**config.mk**
```make
export PLATFORM = sky130hd
export DESIGN_NAME = rnwh_lerp
export DESIGN_NICKNAME = d
export VERILOG_FILES = /design/src/rtl/ray_nearest_wall_hit_assert.svh /design/src/rtl/rnwh_pkg.sv /design/src/rtl/rnwh_lerp.sv
export SDC_FILE = /design/constraint.sdc
export NUM_CORES = 1
export LEC_CHECK = 0
export BUFFER_PORTS_ARGS = -buffer_cell sky130_fd_sc_hd__buf_2
export CELL_PAD_IN_SITES_DETAIL_PLACEMENT = 1
export CELL_PAD_IN_SITES_GLOBAL_PLACEMENT = 1
export CORE_ASPECT_RATIO = 1.2
export CORE_MARGIN = 2
export CORE_UTILIZATION = 30
export DETAILED_ROUTE_END_ITERATION = 10
export PLACE_DENSITY_LB_ADDON = 0.2
export SLEW_MARGIN = 30
export SYNTH_ARGS = -nofsm -noshare
export SYNTH_HDL_FRONTEND = slang
export SYNTH_SLANG_ARGS = --single-unit
```
**constraint.sdc**
```tcl
create_clock -name i_clk -period 3.86 [get_ports i_clk]
set_input_delay 0.386 -clock i_clk [delete_from_list [all_inputs] [get_ports i_clk]]
set_output_delay 0.386 -clock i_clk [all_outputs]
set_load 0.02 [all_outputs]
```
**src/rtl/ray_nearest_wall_hit_assert.svh**
```systemverilog
// Assertion macros for the ray/wall hit block.
// Included by the top level; needs nothing else.
`ifndef RAY_NEAREST_WALL_HIT_ASSERT_SVH
`define RAY_NEAREST_WALL_HIT_ASSERT_SVH
`ifndef SYNTHESIS
`define RNWH_ASSERT(name, clk, rst_n, cond) \
    name: assert property (@(posedge clk) disable iff (!rst_n) (cond)) \
        else $error("assertion failed");
`define RNWH_ASSERT_IMPL(name, clk, rst_n, ante, cons) \
    name: assert property (@(posedge clk) disable iff (!rst_n) (ante) |-> (cons)) \
        else $error("assertion failed");
`else
`define RNWH_ASSERT(name, clk, rst_n, cond)
`define RNWH_ASSERT_IMPL(name, clk, rst_n, ante, cons)
`endif
`endif

```
**src/rtl/rnwh_pkg.sv**
```systemverilog
// Shared constants and types for the ray/wall hit block.
// No dependencies.
`default_nettype none

package rnwh_pkg;

    localparam int unsigned COORD_BITS_DEF = 16;
    localparam int unsigned RADIUS_BITS    = 16;
    localparam int unsigned CFG_ADDR_BITS  = 2;

    localparam logic [CFG_ADDR_BITS-1:0] CFG_ORIGIN_X = 2'd0;
    localparam logic [CFG_ADDR_BITS-1:0] CFG_ORIGIN_Y = 2'd1;
    localparam logic [CFG_ADDR_BITS-1:0] CFG_RADIUS   = 2'd2;

    localparam logic OP_RAY  = 1'b0;
    localparam logic OP_WALL = 1'b1;

    // status of the intersection front end
    typedef struct packed {
        logic done;
        logic pass;
    } t_isect_stat;

    function automatic int unsigned cfg_data_bits(input int unsigned coord_bits);
        return (coord_bits > RADIUS_BITS) ? coord_bits : RADIUS_BITS;
    endfunction

endpackage

`default_nettype wire

```
**src/rtl/rnwh_lerp.sv**
```systemverilog
// Bit-serial interpolation: base +/- trunc(num*|delta|/den).
// Shift-add multiply then restoring divide, one bit a cycle. Depends on rnwh_pkg.
`default_nettype none

module rnwh_lerp import rnwh_pkg::*; #(
    parameter int unsigned COORD_BITS = COORD_BITS_DEF
) (
    input  wire logic                          i_clk,
    input  wire logic                          i_rst_n,
    input  wire logic                          i_start,
    input  wire logic        [2*COORD_BITS:0]  i_num,
    input  wire logic        [2*COORD_BITS:0]  i_den,
    input  wire logic signed [COORD_BITS:0]    i_delta,
    input  wire logic signed [COORD_BITS-1:0]  i_base,
    output logic                               o_done,
    output logic signed [COORD_BITS-1:0]       o_point
);

    localparam int unsigned CB   = COORD_BITS;
    localparam int unsigned DW   = 2 * CB + 1;
    localparam int unsigned SBW  = CB + 2;
    localparam int unsigned CNTW = $clog2(CB);

    localparam logic [1:0] L_IDLE = 2'd0;
    localparam logic [1:0] L_MUL  = 2'd1;
    localparam logic [1:0] L_DIV  = 2'd2;
    localparam logic [1:0] L_FIX  = 2'd3;

    logic [1:0]            r_state;
    logic [CNTW-1:0]       r_cnt;
    logic                  r_done;
    logic [DW-1:0]         r_num, r_den, r_acc;
    logic [CB-1:0]         r_mag, r_lo, r_q;
    logic                  r_neg;
    logic signed [CB-1:0]  r_base, r_point;

    logic        [CB:0]    w_abs;
    logic        [DW:0]    w_sum;
    logic        [DW:0]    w_trial;
    logic        [DW+1:0]  w_diff;
    logic                  w_ge;
    logic signed [SBW-1:0] w_qs, w_bs, w_b, w_fix;
    logic                  w_rnz;

    assign w_abs   = i_delta[CB] ? -i_delta : i_delta;
    assign w_sum   = {1'b0, r_acc} + (r_mag[0] ? {1'b0, r_num} : '0);
    assign w_trial = {r_acc, r_lo[CB-1]};
    assign w_diff  = {1'b0, w_trial} - {2'b00, r_den};
    assign w_ge    = !w_diff[DW+1];

    assign w_qs  = {2'b00, r_q};
    assign w_bs  = SBW'(r_base);
    assign w_b   = r_neg ? w_bs - w_qs : w_bs + w_qs;
    assign w_rnz = |r_acc;

    // truncate toward zero when the quotient is inexact
    always_comb begin
        w_fix = w_b;
        if (w_rnz && !r_neg && w_b[SBW-1]) begin
            w_fix = w_b + SBW'(1);
        end else if (w_rnz && r_neg && !w_b[SBW-1] && (w_b != '0)) begin
            w_fix = w_b - SBW'(1);
        end
    end

    always_ff @(posedge i_clk) begin
        if (!i_rst_n) begin
            r_state <= L_IDLE;
            r_done  <= 1'b0;
        end else begin
            r_done <= 1'b0;
            unique case (r_state)
                L_IDLE: begin
                    if (i_start) begin
                        r_state <= L_MUL;
                    end
                end
                L_MUL: begin
                    if (r_cnt == '0) begin
                        r_state <= L_DIV;
                    end
                end
                L_DIV: begin
                    if (r_cnt == '0) begin
                        r_state <= L_FIX;
                    end
                end
                L_FIX: begin
                    r_state <= L_IDLE;
                    r_done  <= 1'b1;
                end
            endcase
        end
    end

    always_ff @(posedge i_clk) begin
        unique case (r_state)
            L_IDLE: begin
                r_num  <= i_num;
                r_den  <= i_den;
                r_mag  <= w_abs[CB-1:0];
                r_neg  <= i_delta[CB];
                r_base <= i_base;
                r_acc  <= '0;
                r_cnt  <= CNTW'(CB - 1);
            end
            L_MUL: begin
                r_acc <= w_sum[DW:1];
                r_lo  <= {w_sum[0], r_lo[CB-1:1]};
                r_mag <= r_mag >> 1;
                r_cnt <= (r_cnt == '0) ? CNTW'(CB - 1) : r_cnt - 1'b1;
            end
            L_DIV: begin
                r_acc <= w_ge ? w_diff[DW-1:0] : w_trial[DW-1:0];
                r_lo  <= r_lo << 1;
                r_q   <= {r_q[CB-2:0], w_ge};
                r_cnt <= r_cnt - 1'b1;
            end
            L_FIX: begin
                r_point <= w_fix[CB-1:0];
            end
        endcase
    end

    assign o_done  = r_done;
    assign o_point = r_point;

endmodule

`default_nettype wire

```
==> results.md <==
- The run finished, with violations left.
- The checks that failed: setup timing.
- STA classifies the critical path startpoint as a flop.
- The largest net degree at the start of global routing is 42.
- The top-level I/O count is 119.
- The post-detailed-route via-to-cell ratio is 4.99.
- The CTS H-tree depth is 4.
- For the pin with the worst max-slew slack, the measured transition is 0.918 ns.
- The total clock sinks is 187.
- The detail-routed net length per standard cell is 18.2 um.
- The timing-limited maximum frequency is 0.258 GHz.
- The wire length of the first global-routing pass is 56.4 mm.
- The count of final hold-check violations is 0.
- The cell family contributing the most delay on the critical path is simple AND/OR/NAND/NOR gates.
- The internal portion of the total power is 7.93 mW.
- In the final design database the tool counted 1610 nets.
- For this run, the total global-route usage over all layers was measured as 16.6%.
- Along the worst path, the maximum fanout reaches 3.
- The sequential share of the synthesized area is 44.2%.
- After synthesis the cells add up to 12600 um^2.
- Setup repair after global routing could not meet its margin everywhere.
- For the worst setup path, the data required time is 4.07 ns.
- Setup slack on the critical path of the routed design comes to -0.0150 ns.
- The total chip power is 14.3 mW.
- The count of vias placed by the detailed router is 9833.
- The critical path in this run is classified as reg2reg.
- The setup check on the worst reg-to-reg path leaves a slack of -0.01 ns.
- The count of final max-slew check failures is 0.
- The share of synthesized registers carrying an async set or reset is 0%.
- Before CTS, the worst setup slack after placement is -0.100 ns.
- The number of CTS-inserted buffers is 17.
- The synthesized area per cell is 10.4 um^2.
- The layout-stage area growth over the synthesis result is 21.4%.
- The synthesized netlist net count is 1413.
- Data arrives at the worst endpoint at 4.09 ns.
- The die covers 43800 um^2.
- TritonCTS built the clock tree.
- Summed over all layers, the global routing overflow is 0.
- The critical path goes through inv_1 -> ha_4 -> nand2_2 -> or3_4 -> nor2_4 -> nor2_2 -> xnor2_1 -> ha_1 -> or2_1 -> and4b_1 -> o2111ai_2 -> a21oi_2 -> mux2i_2 -> and3_4 -> or2_4 -> nand3_2 -> o32ai_2 -> xor2_1.
- Yosys mapped the design onto 84 distinct sky130hd cell types.
- Counting I/O delays and the setup requirement, the final critical path takes 3.87 ns.
- The cell chosen for the clock root is clkbuf_16.
- The initial utilization of the core area, before any placement, comes to 30.4%.
- In this run the power spent charging and discharging nets is 6.37 mW.
- During placement, the flow inserted port buffers numbering 118.
- At the end of routability-driven placement, the weighted congestion stood at 0.803.
- The placed wire-length estimate after detailed placement is 27.6 mm.
- The clock share of power is 12.6%.
- The max-capacitance violation count is 0.
- The chip width is 191 um.
- Once detail routing completed, the nets flagged for antenna violations numbered 0.
- STA classifies the critical path endpoint as a flop.
- The placeable core region is 41700 um^2.
- The flip-flop cell with the highest count after synthesis is edfxtp_1.
- The chip height is 229 um.
- The final-layout fill cell count is 4740.
- Of the total power, the share spent switching nets is 44.6%.
- The total number of yosys warnings is 0.
- Per report_power, the sequential group accounts for 26.7% of the total.
- The largest stage delay on the critical path is 0.39 ns.
- The flip-flop and latch count after synthesis is 187.
- Before antenna repair, the detailed router went through 5 iterations.
- Yosys mapped a number of flops with a built-in enable equal to 184.
- In this run the static leakage power is 6.31 nW.
- The standard cell area after detailed placement is 14400 um^2.
- The number of rows in the core area is 82.
- The source-to-sink clock delay at the later pin of the worst-skew pair is 0.47 ns.
- The tightest min-delay check is of the in2reg type.
- The power share of the combinational group is 60.7%.
- The ratio of cells with drive above 1 in the final layout is 23.4%.
- Setup violations remaining at the end of the flow were counted as 1.
- Headroom to the max-slew limit came out at 38.8%.
- The violation count after the first detailed-routing iteration is 383.
- The maximum buffer depth of the clock tree is 2.
- The worst IR drop on VDD is 0.364 mV.
- The master of the slowest instance on the critical path is edfxtp_1.
- The share of Yosys cell area claimed by the top area cell type is 43.7%.
- The via count of the first global-routing pass is 10.2k.
- The worst path uses 100% of the clock period.
- The number of buffer and inverter instances along the worst setup path is 1.
- Summed over all layers, the routed wires come to 35.8 mm.
- For this design the ratio of total power to cell area is 931 nW/um^2.
- The utilization after layout is 36.9%.
- Once layout is done, the placed cells without fillers occupy 15400 um^2.
- The number of antenna violations at the first check in global routing is 0.
- The biggest area consumer among synthesized cells is edfxtp_1.
- The count of unresolved DRC violations after routing is 0.
- The worst-case clock skew is 0.0129 ns.
- Synthesis produced a netlist whose cell count is 1214.
- The clock input transition at the sequential cells of the worst setup and hold paths is 0.08 ns.
- Sorting the synthesized cells by area gives the leading types as edfxtp_1 44%, ha_1 9.3%, xnor2_1 3.9%, a21oi_1 3.9%, xor2_1 3.6%.
-- Yosys cell counts (all sizes together), types with 25 or more instances --
master,instances
xor2,54
nand2,84
o21ai,76
and2,42
a21oi,101
inv,69
a21o,38
ha,94
edfxtp,184
o22ai,30
nor2,66
xnor2,58
mux2i,25
-- layout by cell type (no fill, tap or decap), drive strengths merged, types with 8 or more instances in the layout --
cell type and instances:
nand4 14, a211oi 11, nand3 20, xnor2 58
nor2 66, o21ai 76, nor2b 18, nor4 12
buf 207, nor3 20, inv 76, nand2b 15
a21oi 101, o211ai 9, or3 10, or2 8
mux2i 25, a21o 38, and3 13, ha 94
edfxtp 184, o21bai 9, clkbuf 17, mux2 18
xor2 54, nand2 84, and2 42, o22ai 30
-- worst paths after layout --
| path | start | endpoint | cells after the start |
|---|---|---|---|
| max | r_q[1] | o_point[10] | 18 |
| min | i_den[16] | r_den[16] | 1 |
| max reg2reg | r_q[1] | o_point[10] | 18 |
| min reg2reg | r_q[11] | r_q[12] | 0 |
-- metrics by stage --
stage | hold slack (ns) | std cells | setup TNS [ns]
2_1_floorplan | 0.444 | 1214 | 0
3_3_place_gp | 0.484 | 1931 | -0.00191
3_5_place_dp | 0.500 | 1931 | -0.805
4_1_cts | 0.0609 | 1963 | -0.123
5_1_grt | 0.0672 | 1970 | -2.93
6_report | 0.0890 | 1971 | -0.0150
-- registers in the layout (all words and copies together), names as in the netlist, 16 cells and up --
name / flops
r_base: 16
r_acc: 33
r_lo: 16
o_point: 16
r_den: 33
r_num: 33
r_mag: 16
r_q: 16
-- final cells by class --
type	instances	area (um^2)	area share, %
tap	546	683	4.45
sequential	187	5590	36.4
antenna	1	2.50	0.0163
clock buffer	17	425	2.77
timing repair buffer	207	1290	8.38
inverter	69	259	1.69
clock inverter	15	154	1.00
multi-input combinational	929	6960	45.3
-- layer usage --
metal / track usage (%) / part of all wire [%]
met1: 23.1 / 50
met5: 0 / 0
met3: 2.26 / 2.4
met2: 26.9 / 47
met4: 4.35 / 1.1
-- power by group through the flow --
stage                     Combinational, mW  Clock, mW  Sequential (mW)
final                                  8.68       1.80             3.81
after global routing                   9.58       1.93             3.91
after CTS                              8.37       1.86             3.82
after detailed placement               8.16          0             3.85
after global placement                 8.04          0             3.85
after floorplan                        5.52          0             3.71
-- what timing repair did --
action,CTS,global route
setup endpoints to repair,16,16
resized for setup,16,40
hold buffers,0,0
setup buffers,0,8
pin swaps,4,13
-- kinds of logic after synthesis --
kind of cell	Yosys count	share of synthesized area, %
muxes	43	3.58
adders and majority gates	97	9.77
buffers and inverters	98	3.16
and+or+nand+nor	339	13.8
AOI/OAI and AO/OA	338	17.5
xor gates and xnor gates	112	8.02
DFF	187	44.2
No activity file was read; power rests on OpenSTA's default activity.
